==> src/pdsd_pkg.sv <==
`timescale 1ns / 1ps

package pdsd_pkg;

	// Field and datapath widths.
	localparam int TGT_W      = 20;
	localparam int GAIN_W     = 24;
	localparam int SPD_W      = 16;
	localparam int DLY_W      = 16;
	localparam int POS_W      = 21;
	localparam int TIME_W     = 32;
	localparam int ERR_W      = 22;
	localparam int DIFF_W     = 23;
	localparam int INT_W      = 40;
	localparam int MUL_B_W    = 24;
	localparam int PROD_W     = 48;
	localparam int SUM_W      = 53;
	localparam int ACC_W      = 64;
	localparam int PWR_W      = 8;
	localparam int QUO_W      = 40;
	localparam int CFG_IDX_W  = 3;
	localparam int CFG_DATA_W = 24;
	localparam int IN_DATA_W  = 56;
	localparam int OUT_DATA_W = 16;

	// Output saturation limit.
	localparam int POWER_LIMIT = 127;

	// Configuration register indexes.
	localparam logic [CFG_IDX_W-1:0] CFG_TARGET  = 3'd0;
	localparam logic [CFG_IDX_W-1:0] CFG_REVERSE = 3'd1;
	localparam logic [CFG_IDX_W-1:0] CFG_GAIN_P  = 3'd2;
	localparam logic [CFG_IDX_W-1:0] CFG_GAIN_I  = 3'd3;
	localparam logic [CFG_IDX_W-1:0] CFG_GAIN_D  = 3'd4;
	localparam logic [CFG_IDX_W-1:0] CFG_SPEED   = 3'd5;
	localparam logic [CFG_IDX_W-1:0] CFG_DELAY   = 3'd6;

	// Configuration reset values.
	localparam logic [GAIN_W-1:0] GAIN_P_RST = 24'd19661;
	localparam logic [GAIN_W-1:0] GAIN_I_RST = 24'd33;
	localparam logic [GAIN_W-1:0] GAIN_D_RST = 24'd65536;
	localparam logic [SPD_W-1:0]  SPEED_RST  = 16'd256;
	localparam logic [DLY_W-1:0]  DELAY_RST  = 16'd350;

	// Datapath operations, one per controller step.
	typedef enum logic [3:0] {
		OP_NONE,
		OP_ABS,
		OP_ERR,
		OP_MUL_P,
		OP_MUL_D,
		OP_MUL_IL,
		OP_MUL_IH,
		OP_ICLAMP,
		OP_SUM,
		OP_MUL_SL,
		OP_MUL_SH,
		OP_FULL
	} dp_op_t;

	// What kind of result the output register gets.
	typedef enum logic [1:0] {
		RES_ZERO,
		RES_HOLD,
		RES_CALC
	} res_kind_t;

	// Controller states.
	typedef enum logic [3:0] {
		ST_IDLE,
		ST_ABS,
		ST_ERR,
		ST_MP,
		ST_MD,
		ST_MIL,
		ST_MIH,
		ST_ICL,
		ST_SUM,
		ST_MSL,
		ST_MSH,
		ST_FULL,
		ST_OUT
	} ctrl_state_t;

	typedef struct packed {
		logic      capture;
		logic      clear;
		dp_op_t    op;
		logic      out_load;
		res_kind_t kind;
	} cmd_t;

	typedef struct packed {
		logic done;
	} sts_t;

endpackage

==> src/pdsd_ctrl.sv <==
`timescale 1ns / 1ps

module pdsd_ctrl (
	input  logic             clk,
	input  logic             arst_n,
	input  logic             in_valid,
	input  logic             in_start,
	output logic             in_ready,
	output logic             out_valid,
	input  logic             out_ready,
	input  pdsd_pkg::sts_t   sts,
	output pdsd_pkg::cmd_t   cmd
);
	import pdsd_pkg::*;

	ctrl_state_t state_q, state_d;
	res_kind_t   kind_q, kind_d;
	logic        out_valid_q;

	// State, result kind and output valid registers.
	always_ff @(posedge clk or negedge arst_n) begin
		if (!arst_n) begin
			state_q     <= ST_IDLE;
			kind_q      <= RES_ZERO;
			out_valid_q <= 1'b0;
		end else begin
			state_q <= state_d;
			kind_q  <= kind_d;
			if (cmd.out_load) begin
				out_valid_q <= 1'b1;
			end else if (out_ready) begin
				out_valid_q <= 1'b0;
			end
		end
	end

	// Next state and datapath commands.
	always_comb begin
		state_d      = state_q;
		kind_d       = kind_q;
		cmd.capture  = 1'b0;
		cmd.clear    = 1'b0;
		cmd.op       = OP_NONE;
		cmd.out_load = 1'b0;
		cmd.kind     = kind_q;
		case (state_q)
			ST_IDLE: begin
				if (in_valid) begin
					cmd.capture = 1'b1;
					if (in_start) begin
						cmd.clear = 1'b1;
						kind_d    = RES_ZERO;
						state_d   = ST_OUT;
					end else if (sts.done) begin
						kind_d  = RES_HOLD;
						state_d = ST_OUT;
					end else begin
						kind_d  = RES_CALC;
						state_d = ST_ABS;
					end
				end
			end
			ST_ABS: begin
				cmd.op  = OP_ABS;
				state_d = ST_ERR;
			end
			ST_ERR: begin
				cmd.op  = OP_ERR;
				state_d = ST_MP;
			end
			ST_MP: begin
				cmd.op  = OP_MUL_P;
				state_d = ST_MD;
			end
			ST_MD: begin
				cmd.op  = OP_MUL_D;
				state_d = ST_MIL;
			end
			ST_MIL: begin
				cmd.op  = OP_MUL_IL;
				state_d = ST_MIH;
			end
			ST_MIH: begin
				cmd.op  = OP_MUL_IH;
				state_d = ST_ICL;
			end
			ST_ICL: begin
				cmd.op  = OP_ICLAMP;
				state_d = ST_SUM;
			end
			ST_SUM: begin
				cmd.op  = OP_SUM;
				state_d = ST_MSL;
			end
			ST_MSL: begin
				cmd.op  = OP_MUL_SL;
				state_d = ST_MSH;
			end
			ST_MSH: begin
				cmd.op  = OP_MUL_SH;
				state_d = ST_FULL;
			end
			ST_FULL: begin
				cmd.op  = OP_FULL;
				state_d = ST_OUT;
			end
			ST_OUT: begin
				// Wait for the output register to be free.
				if (!out_valid_q || out_ready) begin
					cmd.out_load = 1'b1;
					state_d      = ST_IDLE;
				end
			end
			default: begin
				state_d = ST_IDLE;
			end
		endcase
	end

	assign in_ready  = (state_q == ST_IDLE);
	assign out_valid = out_valid_q;

endmodule

==> src/pdsd_dpath.sv <==
`timescale 1ns / 1ps

module pdsd_dpath (
	input  logic                               clk,
	input  logic                               arst_n,
	input  logic                               cfg_we,
	input  logic [pdsd_pkg::CFG_IDX_W-1:0]     cfg_index,
	input  logic [pdsd_pkg::CFG_DATA_W-1:0]    cfg_data,
	input  logic [pdsd_pkg::IN_DATA_W-1:0]     in_data,
	output logic [pdsd_pkg::OUT_DATA_W-1:0]    out_data,
	input  pdsd_pkg::cmd_t                     cmd,
	output pdsd_pkg::sts_t                     sts
);
	import pdsd_pkg::*;

	localparam logic signed [INT_W-1:0] INT_MAX = {1'b0, {(INT_W-1){1'b1}}};
	localparam logic signed [INT_W-1:0] INT_MIN = {1'b1, {(INT_W-1){1'b0}}};
	localparam logic signed [ACC_W-1:0] ITERM_MAX = 64'sh0004_0000_0000_0000;
	localparam logic signed [ACC_W-1:0] ITERM_MIN = -ITERM_MAX;
	localparam logic signed [ACC_W-1:0] SUM_MAX   = 64'sh0000_0100_0000_0000;
	localparam logic signed [ACC_W-1:0] SUM_MIN   = -SUM_MAX;
	localparam logic signed [ACC_W-1:0] RND_BIAS  = 64'sd16777215;
	localparam logic signed [QUO_W-1:0] PWR_MAX   = QUO_W'(POWER_LIMIT);
	localparam logic signed [QUO_W-1:0] PWR_MIN   = -PWR_MAX;

	// Configuration registers.
	logic [TGT_W-1:0]  tgt_q;
	logic              reverse_q;
	logic [GAIN_W-1:0] gain_p_q, gain_i_q, gain_d_q;
	logic [SPD_W-1:0]  speed_q;
	logic [DLY_W-1:0]  delay_q;

	// Move state.
	logic signed [INT_W-1:0] integ_q;
	logic signed [ERR_W-1:0] prev_q;
	logic                    pending_q, armed_q, done_q;
	logic [TIME_W-1:0]       check_q;

	// Per-sample working registers.
	logic signed [POS_W-1:0]  pos_q;
	logic [TIME_W-1:0]        now_q;
	logic [POS_W-1:0]         abs_q;
	logic signed [ERR_W-1:0]  err_q;
	logic signed [DIFF_W-1:0] diff_q;
	logic                     lo_q, hi_q;
	logic signed [PROD_W-1:0] prod_q;
	logic signed [SUM_W-1:0]  sum_q;
	logic signed [ACC_W-1:0]  iacc_q;
	logic [PWR_W-1:0]         drive_q;
	logic                     settled_q;

	// Combinational intermediates.
	logic [GAIN_W-1:0]          mul_a;
	logic signed [MUL_B_W-1:0]  mul_b;
	logic signed [PROD_W:0]     mul_full;
	logic signed [ERR_W-1:0]    err_nx;
	logic signed [INT_W:0]      int_add;
	logic signed [INT_W-1:0]    int_sat;
	logic [27:0]                abs100, tgt99, tgt101;
	logic signed [ACC_W-1:0]    prod64, iterm_raw, iterm_cl, sum_raw, sum_cl;
	logic signed [ACC_W-1:0]    biased;
	logic signed [QUO_W-1:0]    quo, quo_dir;
	logic [PWR_W-1:0]           power;
	logic                       fire, done_nx, settle_upd;

	// Configuration writes.
	always_ff @(posedge clk or negedge arst_n) begin
		if (!arst_n) begin
			tgt_q     <= '0;
			reverse_q <= 1'b0;
			gain_p_q  <= GAIN_P_RST;
			gain_i_q  <= GAIN_I_RST;
			gain_d_q  <= GAIN_D_RST;
			speed_q   <= SPEED_RST;
			delay_q   <= DELAY_RST;
		end else if (cfg_we) begin
			case (cfg_index)
				CFG_TARGET:  tgt_q     <= cfg_data[TGT_W-1:0];
				CFG_REVERSE: reverse_q <= cfg_data[0];
				CFG_GAIN_P:  gain_p_q  <= cfg_data[GAIN_W-1:0];
				CFG_GAIN_I:  gain_i_q  <= cfg_data[GAIN_W-1:0];
				CFG_GAIN_D:  gain_d_q  <= cfg_data[GAIN_W-1:0];
				CFG_SPEED:   speed_q   <= cfg_data[SPD_W-1:0];
				CFG_DELAY:   delay_q   <= cfg_data[DLY_W-1:0];
				default: ;
			endcase
		end
	end

	// Shared multiplier operand selection: unsigned gain or scale times a signed value.
	always_comb begin
		mul_a = gain_p_q;
		mul_b = '0;
		case (cmd.op)
			OP_MUL_P: begin
				mul_a = gain_p_q;
				mul_b = {{(MUL_B_W-ERR_W){err_q[ERR_W-1]}}, err_q};
			end
			OP_MUL_D: begin
				mul_a = gain_d_q;
				mul_b = {{(MUL_B_W-DIFF_W){diff_q[DIFF_W-1]}}, diff_q};
			end
			OP_MUL_IL: begin
				mul_a = gain_i_q;
				mul_b = {4'b0, integ_q[19:0]};
			end
			OP_MUL_IH: begin
				mul_a = gain_i_q;
				mul_b = {{4{integ_q[INT_W-1]}}, integ_q[INT_W-1:20]};
			end
			OP_MUL_SL: begin
				mul_a = {{(GAIN_W-SPD_W){1'b0}}, speed_q};
				mul_b = {3'b0, sum_q[20:0]};
			end
			OP_MUL_SH: begin
				mul_a = {{(GAIN_W-SPD_W){1'b0}}, speed_q};
				mul_b = {{3{sum_q[41]}}, sum_q[41:21]};
			end
			default: ;
		endcase
		mul_full = $signed({1'b0, mul_a}) * mul_b;
	end

	// Error, integral and window comparisons.
	always_comb begin
		err_nx  = $signed({2'b0, tgt_q}) - $signed({1'b0, abs_q});
		int_add = {integ_q[INT_W-1], integ_q} + {{(INT_W+1-ERR_W){err_nx[ERR_W-1]}}, err_nx};
		if (int_add[INT_W] != int_add[INT_W-1]) begin
			int_sat = int_add[INT_W] ? INT_MIN : INT_MAX;
		end else begin
			int_sat = int_add[INT_W-1:0];
		end
		abs100 = 28'(abs_q) * 28'd100;
		tgt99  = 28'(tgt_q) * 28'd99;
		tgt101 = 28'(tgt_q) * 28'd101;
	end

	// Integral term assembly and PID sum clamps.
	always_comb begin
		prod64    = {{(ACC_W-PROD_W){prod_q[PROD_W-1]}}, prod_q};
		iterm_raw = iacc_q + (prod64 <<< 20);
		if (iterm_raw > ITERM_MAX) begin
			iterm_cl = ITERM_MAX;
		end else if (iterm_raw < ITERM_MIN) begin
			iterm_cl = ITERM_MIN;
		end else begin
			iterm_cl = iterm_raw;
		end
		sum_raw = {{(ACC_W-SUM_W){sum_q[SUM_W-1]}}, sum_q} + iacc_q;
		if (sum_raw > SUM_MAX) begin
			sum_cl = SUM_MAX;
		end else if (sum_raw < SUM_MIN) begin
			sum_cl = SUM_MIN;
		end else begin
			sum_cl = sum_raw;
		end
	end

	// Scale down by 2^24 rounding toward zero, apply direction, saturate.
	always_comb begin
		biased  = iacc_q + (iacc_q[ACC_W-1] ? RND_BIAS : 64'sd0);
		quo     = biased[ACC_W-1:24];
		quo_dir = reverse_q ? -quo : quo;
		if (quo_dir > PWR_MAX) begin
			power = PWR_MAX[PWR_W-1:0];
		end else if (quo_dir < PWR_MIN) begin
			power = PWR_MIN[PWR_W-1:0];
		end else begin
			power = quo_dir[PWR_W-1:0];
		end
	end

	// Settle check: the sum of time and delay is taken one bit wider.
	assign fire       = armed_q && ({1'b0, now_q} > ({1'b0, check_q} + 33'(delay_q)));
	assign done_nx    = fire && lo_q && hi_q;
	assign settle_upd = cmd.out_load && (cmd.kind == RES_CALC);

	// Move state registers.
	always_ff @(posedge clk or negedge arst_n) begin
		if (!arst_n) begin
			integ_q   <= '0;
			prev_q    <= '0;
			pending_q <= 1'b1;
			armed_q   <= 1'b0;
			check_q   <= '0;
			done_q    <= 1'b0;
		end else if (cmd.clear) begin
			integ_q   <= '0;
			prev_q    <= '0;
			pending_q <= 1'b1;
			armed_q   <= 1'b0;
			check_q   <= '0;
			done_q    <= 1'b0;
		end else begin
			if (cmd.op == OP_ERR) begin
				integ_q <= (abs_q != '0) ? int_sat : '0;
			end
			if (cmd.op == OP_MUL_P) begin
				prev_q <= err_q;
			end
			if (settle_upd) begin
				if (pending_q && lo_q) begin
					check_q   <= now_q;
					pending_q <= 1'b0;
					armed_q   <= 1'b1;
				end else if (fire) begin
					if (lo_q && hi_q) begin
						done_q <= 1'b1;
					end else begin
						check_q <= now_q;
					end
				end
			end
		end
	end

	// Working registers, one operation per step.
	always_ff @(posedge clk) begin
		if (cmd.capture) begin
			pos_q <= in_data[POS_W-1:0];
			now_q <= in_data[POS_W+TIME_W-1:POS_W];
		end
		prod_q <= mul_full[PROD_W-1:0];
		case (cmd.op)
			OP_ABS: begin
				abs_q <= pos_q[POS_W-1] ? (~pos_q + 1'b1) : pos_q;
			end
			OP_ERR: begin
				err_q <= err_nx;
				lo_q  <= abs100 > tgt99;
				hi_q  <= abs100 < tgt101;
			end
			OP_MUL_P: begin
				diff_q <= {err_q[ERR_W-1], err_q} - {prev_q[ERR_W-1], prev_q};
			end
			OP_MUL_D: begin
				sum_q <= {{(SUM_W-PROD_W){prod_q[PROD_W-1]}}, prod_q};
			end
			OP_MUL_IL: begin
				sum_q <= sum_q + {{(SUM_W-PROD_W){prod_q[PROD_W-1]}}, prod_q};
			end
			OP_MUL_IH: begin
				iacc_q <= prod64;
			end
			OP_ICLAMP: begin
				iacc_q <= iterm_cl;
			end
			OP_SUM: begin
				sum_q <= sum_cl[SUM_W-1:0];
			end
			OP_MUL_SH: begin
				iacc_q <= prod64;
			end
			OP_FULL: begin
				iacc_q <= iacc_q + (prod64 <<< 21);
			end
			default: ;
		endcase
	end

	// Output register.
	always_ff @(posedge clk) begin
		if (cmd.out_load) begin
			case (cmd.kind)
				RES_ZERO: begin
					drive_q   <= '0;
					settled_q <= 1'b0;
				end
				RES_HOLD: begin
					drive_q   <= '0;
					settled_q <= 1'b1;
				end
				RES_CALC: begin
					drive_q   <= done_nx ? '0 : power;
					settled_q <= done_nx;
				end
				default: begin
					drive_q   <= '0;
					settled_q <= 1'b0;
				end
			endcase
		end
	end

	assign out_data = {{(OUT_DATA_W-PWR_W-1){1'b0}}, settled_q, drive_q};
	assign sts.done = done_q;

endmodule

==> src/pid_drive_with_settle_detect.sv <==
// Flow: a sample beat steps through the absolute value, error, P, D, integral, clamp,
// sum and scaling states before its result is loaded; a start marker or a sample after
// settling goes straight to loading. No new sample is taken until the result is loaded,
// and the P, D, integral and scaling products all go through the shared 24x24 multiplier.
// Reset: arst_n clears the move state and loads the default gains, scale and delay.
`timescale 1ns / 1ps

module pid_drive_with_settle_detect (
	input  logic                                clk,
	input  logic                                arst_n,
	input  logic                                cfg_we,
	input  logic [pdsd_pkg::CFG_IDX_W-1:0]      cfg_index,
	input  logic [pdsd_pkg::CFG_DATA_W-1:0]     cfg_data,
	input  logic                                s_axis_tvalid,
	output logic                                s_axis_tready,
	// s_axis_tdata: encoder_pos [20:0], now_ms [52:21], zero pad [55:53]
	input  logic [pdsd_pkg::IN_DATA_W-1:0]      s_axis_tdata,
	// s_axis_tuser: start_move
	input  logic                                s_axis_tuser,
	output logic                                m_axis_tvalid,
	input  logic                                m_axis_tready,
	// m_axis_tdata: drive_power [7:0], settled [8], zero pad [15:9]
	output logic [pdsd_pkg::OUT_DATA_W-1:0]     m_axis_tdata
);
	import pdsd_pkg::*;

	cmd_t cmd;
	sts_t sts;

	// Sequencer.
	pdsd_ctrl u_ctrl (
		.clk       (clk),
		.arst_n    (arst_n),
		.in_valid  (s_axis_tvalid),
		.in_start  (s_axis_tuser),
		.in_ready  (s_axis_tready),
		.out_valid (m_axis_tvalid),
		.out_ready (m_axis_tready),
		.sts       (sts),
		.cmd       (cmd)
	);

	// Arithmetic, configuration and move state.
	pdsd_dpath u_dpath (
		.clk       (clk),
		.arst_n    (arst_n),
		.cfg_we    (cfg_we),
		.cfg_index (cfg_index),
		.cfg_data  (cfg_data),
		.in_data   (s_axis_tdata),
		.out_data  (m_axis_tdata),
		.cmd       (cmd),
		.sts       (sts)
	);

`ifndef ASSERT_OFF
	// After a beat is taken the controller is not ready in the next cycle.
	a_busy_after_accept: assert property (@(posedge clk) disable iff (!arst_n)
		s_axis_tvalid && s_axis_tready |=> !s_axis_tready)
		else $error("input accepted twice in a row");

	// A start marker clears the settled state.
	a_start_clears_done: assert property (@(posedge clk) disable iff (!arst_n)
		s_axis_tvalid && s_axis_tready && s_axis_tuser |=> !sts.done)
		else $error("settled state survived a start marker");

	// A result is only loaded into a free or draining output register.
	a_no_overwrite: assert property (@(posedge clk) disable iff (!arst_n)
		cmd.out_load |-> (!m_axis_tvalid || m_axis_tready))
		else $error("pending output beat overwritten");
`endif

endmodule

==> config.mk <==
export PLATFORM = sky130hd
export DESIGN_NAME = pid_drive_with_settle_detect
export DESIGN_NICKNAME = d
export VERILOG_FILES = /design/src/pdsd_pkg.sv /design/src/pdsd_ctrl.sv /design/src/pdsd_dpath.sv /design/src/pid_drive_with_settle_detect.sv
export SDC_FILE = /design/constraint.sdc
export NUM_CORES = 2
export LEC_CHECK = 0
export BUFFER_PORTS_ARGS = -buffer_cell sky130_fd_sc_hd__buf_2
export CORE_MARGIN = 4
export CORE_UTILIZATION = 40
export DETAILED_ROUTE_END_ITERATION = 8
export PLACE_DENSITY_LB_ADDON = 0.15
export SKIP_LAST_GASP = 1
export SLEW_MARGIN = 20
export SYNTH_ARGS = -nofsm -noshare
export SYNTH_HDL_FRONTEND = slang
export SYNTH_SLANG_ARGS = --single-unit
==> constraint.sdc <==
create_clock -name clk -period 9.9 [get_ports clk]
set_input_delay 0 -clock clk [delete_from_list [all_inputs] [get_ports clk]]
set_output_delay 0 -clock clk [all_outputs]
set_load 0.02 [all_outputs]
==> impl_metrics.csv <==
group,metric,value,unit
run_status,status,"completed",
critical_path,cp.required,10.43,ns
synth,synth_top_area_share,16.9,%
routing,first_pass_iters,6,
grt,use_met3,3.52,%
worst_hold_path,hold_class,"in2reg",
synth,synth-seq-cells,524,
routing,num_vias,55678,
routing,first_iter_violations,3839,
place,io_buffers,96,
sta,setup-violations-final,0,
sta,maxSlewViolCount,0,
routing,drc_errors,0,
floorplan,rows,149,
cells_and_area,fin_area,74100,µm²
grt,antenna_found_initial,5,
routing,via_per_inst,5.57,
sta,fmax,106,MHz
synth,avgSynthCellArea,8.86,µm²
cells_and_area,syn_to_final_growth,11.2,%
synth,synth_warnings,0,
cells_and_area,finalNonFillerCells,10002,
sta,period_needed,9.44,ns
grt,grt_pass1_vias,55753,
grt,grt_max_degree,80,
grt,gr-usage-met1,33.8,%
grt,top_usage_layer,"met2",
clocking,root_buffer,"clkbuf_16",
floorplan,die_height,416,µm
routing,wire_per_inst,22.2,µm
sta,slew_headroom,21.9,%
floorplan,start_util,40.3,%
critical_path,cpMaxStageDelayCell,"fa_1",
clocking,cts_buffers,67,
synth,synth_top_area_cell,"fa_1",
routing,postRouteAntennaNets,0,
synth,syn_inst,7521,
sta,fin_crit_sh,95.3,%
place,placed_area,70600,µm²
grt,use_met2,42.0,%
routing,finalWirelength,222000,µm
sta,finClkSkew,0.0393,ns
synth,synth_ff_type,"edfxtp_1",
critical_path,cp-start-kind,"register",
cells_and_area,nNetsFinal,9223,
clocking,tritoncts,"yes",
grt,grt_pass1_wl,341000,µm
synth,synth-edff-count,247,
synth,synth.yosys.seq_area_share,21.2,%
floorplan,io_pins,107,
clocking,cts.path.max_buffers,3,
clocking,htree_levels,3,
critical_path,crit_fanout,13,
grt,overflow,0,
clocking,clk_latency,0.68,ns
sta,timing.setup.tns,0,ns
synth,synth_common_cells,"1093 x inv_1, 813 x ha_1, 708 x nand2_1",
cells_and_area,finish.utilization,44.9,%
clocking,clkTransAtPathRegs,0.06,ns
synth,yosysMostFrequentCell,"inv_1",
critical_path,slowest_delay,0.55,ns
place,place.gp.congestion,0.951,
place,place_hpwl,181000,µm
floorplan,die_width,416,µm
sta,worstMarginPinSlew,1.14,ns
sta,hold_violations,0,
floorplan,die_area,173000,µm²
critical_path,cp.arrival,9.97,ns
clocking,cts.sinks,524,
grt,track_usage,25.4,%
synth,syn_area,66600,µm²
cells_and_area,drive_gt1_share,8.08,%
synth,synth_area_leaders,"fa_1 17%, ha_1 15%, edfxtp_1 11%",
critical_path,worstSetupEndpointType,"register",
place,placed_cells,9750,
floorplan,core,165000,µm²
run,maxCapViolCount,0,
critical_path,path_class,"reg2reg",
synth,yosys.cell_types.count,95,
synth,async_flop_share,43.7,%
cells by family (layout without fill, tap and decap cells):
kind of cell	count (synthesis)	in the layout	synth area share, %
AO/OA/AOI/OAI	1654	1654	16.4
XOR/XNOR	429	429	5.64
adder cells (fa/ha/maj)	1376	1376	32.2
buffers and inverters	1343	1628	7.64
flip-flops	524	524	21.2
multiplexers	137	137	2.29
other	1	8	0.00563
AND/OR/NAND/NOR	2057	2057	14.6
final timing paths:
kind                                   start                  end  slack [ns]  cells after the start
min in group asynchronous             arst_n  u_dpath.gain_p_q[1]        0.34                      3
hold / removal              s_axis_tdata[34]    u_dpath.now_q[13]        0.05                      2
setup reg to reg           u_ctrl.state_q[2]   u_dpath.prod_q[43]        0.46                     37
setup / recovery           u_ctrl.state_q[2]   u_dpath.prod_q[43]        0.46                     37
max in group asynchronous             arst_n  u_dpath.integ_q[24]        8.38                      4
hold reg to reg            u_dpath.pending_q    u_dpath.pending_q        0.47                      2
stage by stage:
step | hold WS, ns | worst slack (ns)
after floorplan | -0.296 | 0.297
after global placement | 0.0920 | 0.354
after detailed placement | 0.0887 | 0.190
after CTS | 0.000112 | 0.137
after global routing | 0.0238 | -0.0158
final | 0.0505 | 0.462
critical path, delay by kind of cell (launching register included):
family          cells  cell delay (ns)
compound gates      9             1.89
xor+xnor            1             0.15
fa+ha+maj           9             4.19
buf+inv             9             0.91
flops               1             0.37
simple gates        9             1.74
flip-flops by register name, summed over array words and instances, names as in the netlist, 2 cells and up:
name / count
u_dpath.speed_q: 16
u_ctrl.kind_q: 2
u_dpath.gain_d_q: 24
u_dpath.integ_q: 40
u_dpath.gain_i_q: 24
u_ctrl.state_q: 4
u_dpath.drive_q: 8
u_dpath.iacc_q: 64
u_dpath.err_q: 22
u_dpath.gain_p_q: 24
u_dpath.pos_q: 21
u_dpath.abs_q: 21
u_dpath.delay_q: 16
u_dpath.tgt_q: 20
u_dpath.prev_q: 22
u_dpath.prod_q: 48
u_dpath.check_q: 32
u_dpath.diff_q: 23
u_dpath.now_q: 32
u_dpath.sum_q: 53
cell usage in the layout, fill, tap and decap left out, drive strengths merged, types with 47 or more instances in the layout:
cell type    netlist  final
and2              80     80
dfxtp             48     48
a21o             187    187
a21oi            392    392
inv             1094   1101
buf               22    288
nand2b            81     81
nor3             112    112
dfrtp            210    210
nand2            708    708
edfxtp           247    247
a31oi             56     56
nand4             93     93
o21bai            62     62
xnor2            288    288
dlygate4sd3        0    123
a211oi            47     47
mux2             121    121
a221o             63     63
ha               813    813
nor2b             69     69
fa               563    563
a22oi            111    111
xor2             141    141
o21a              66     66
clkbuf           227     98
o21ai            364    364
nand3            161    161
nor2             498    498
area by class of cell:
class / instances / area, µm²
Timing Repair Buffer: 411 / 3270
Antenna cell: 1 / 2.50
Sequential cell: 524 / 14100
Fill cell: 16248 / 91100
Multi-Input combinational cell: 5660 / 47600
Tap cell: 2189 / 2740
Inverter: 1094 / 4110
Clock inverter: 25 / 299
Clock buffer: 98 / 1920
layer usage:
layer,up-vias,share of wire (%)
met3,304,5.2
met1,27395,44
li1,26405,-
met2,1570,46
met5,-,0.012
met4,4,4.3
timing repair:
action / 4_1_cts / 5_1_grt
endpoints found under the setup margin: 0 / 11
buffers inserted: 0 / 4
hold endpoints to repair: 285 / 0
hold buffers: 124 / 0
resized for setup: 0 / 8
Power is not shown: default switching activity piles up to over one toggle a cycle in this logic, so the estimate is an artifact.
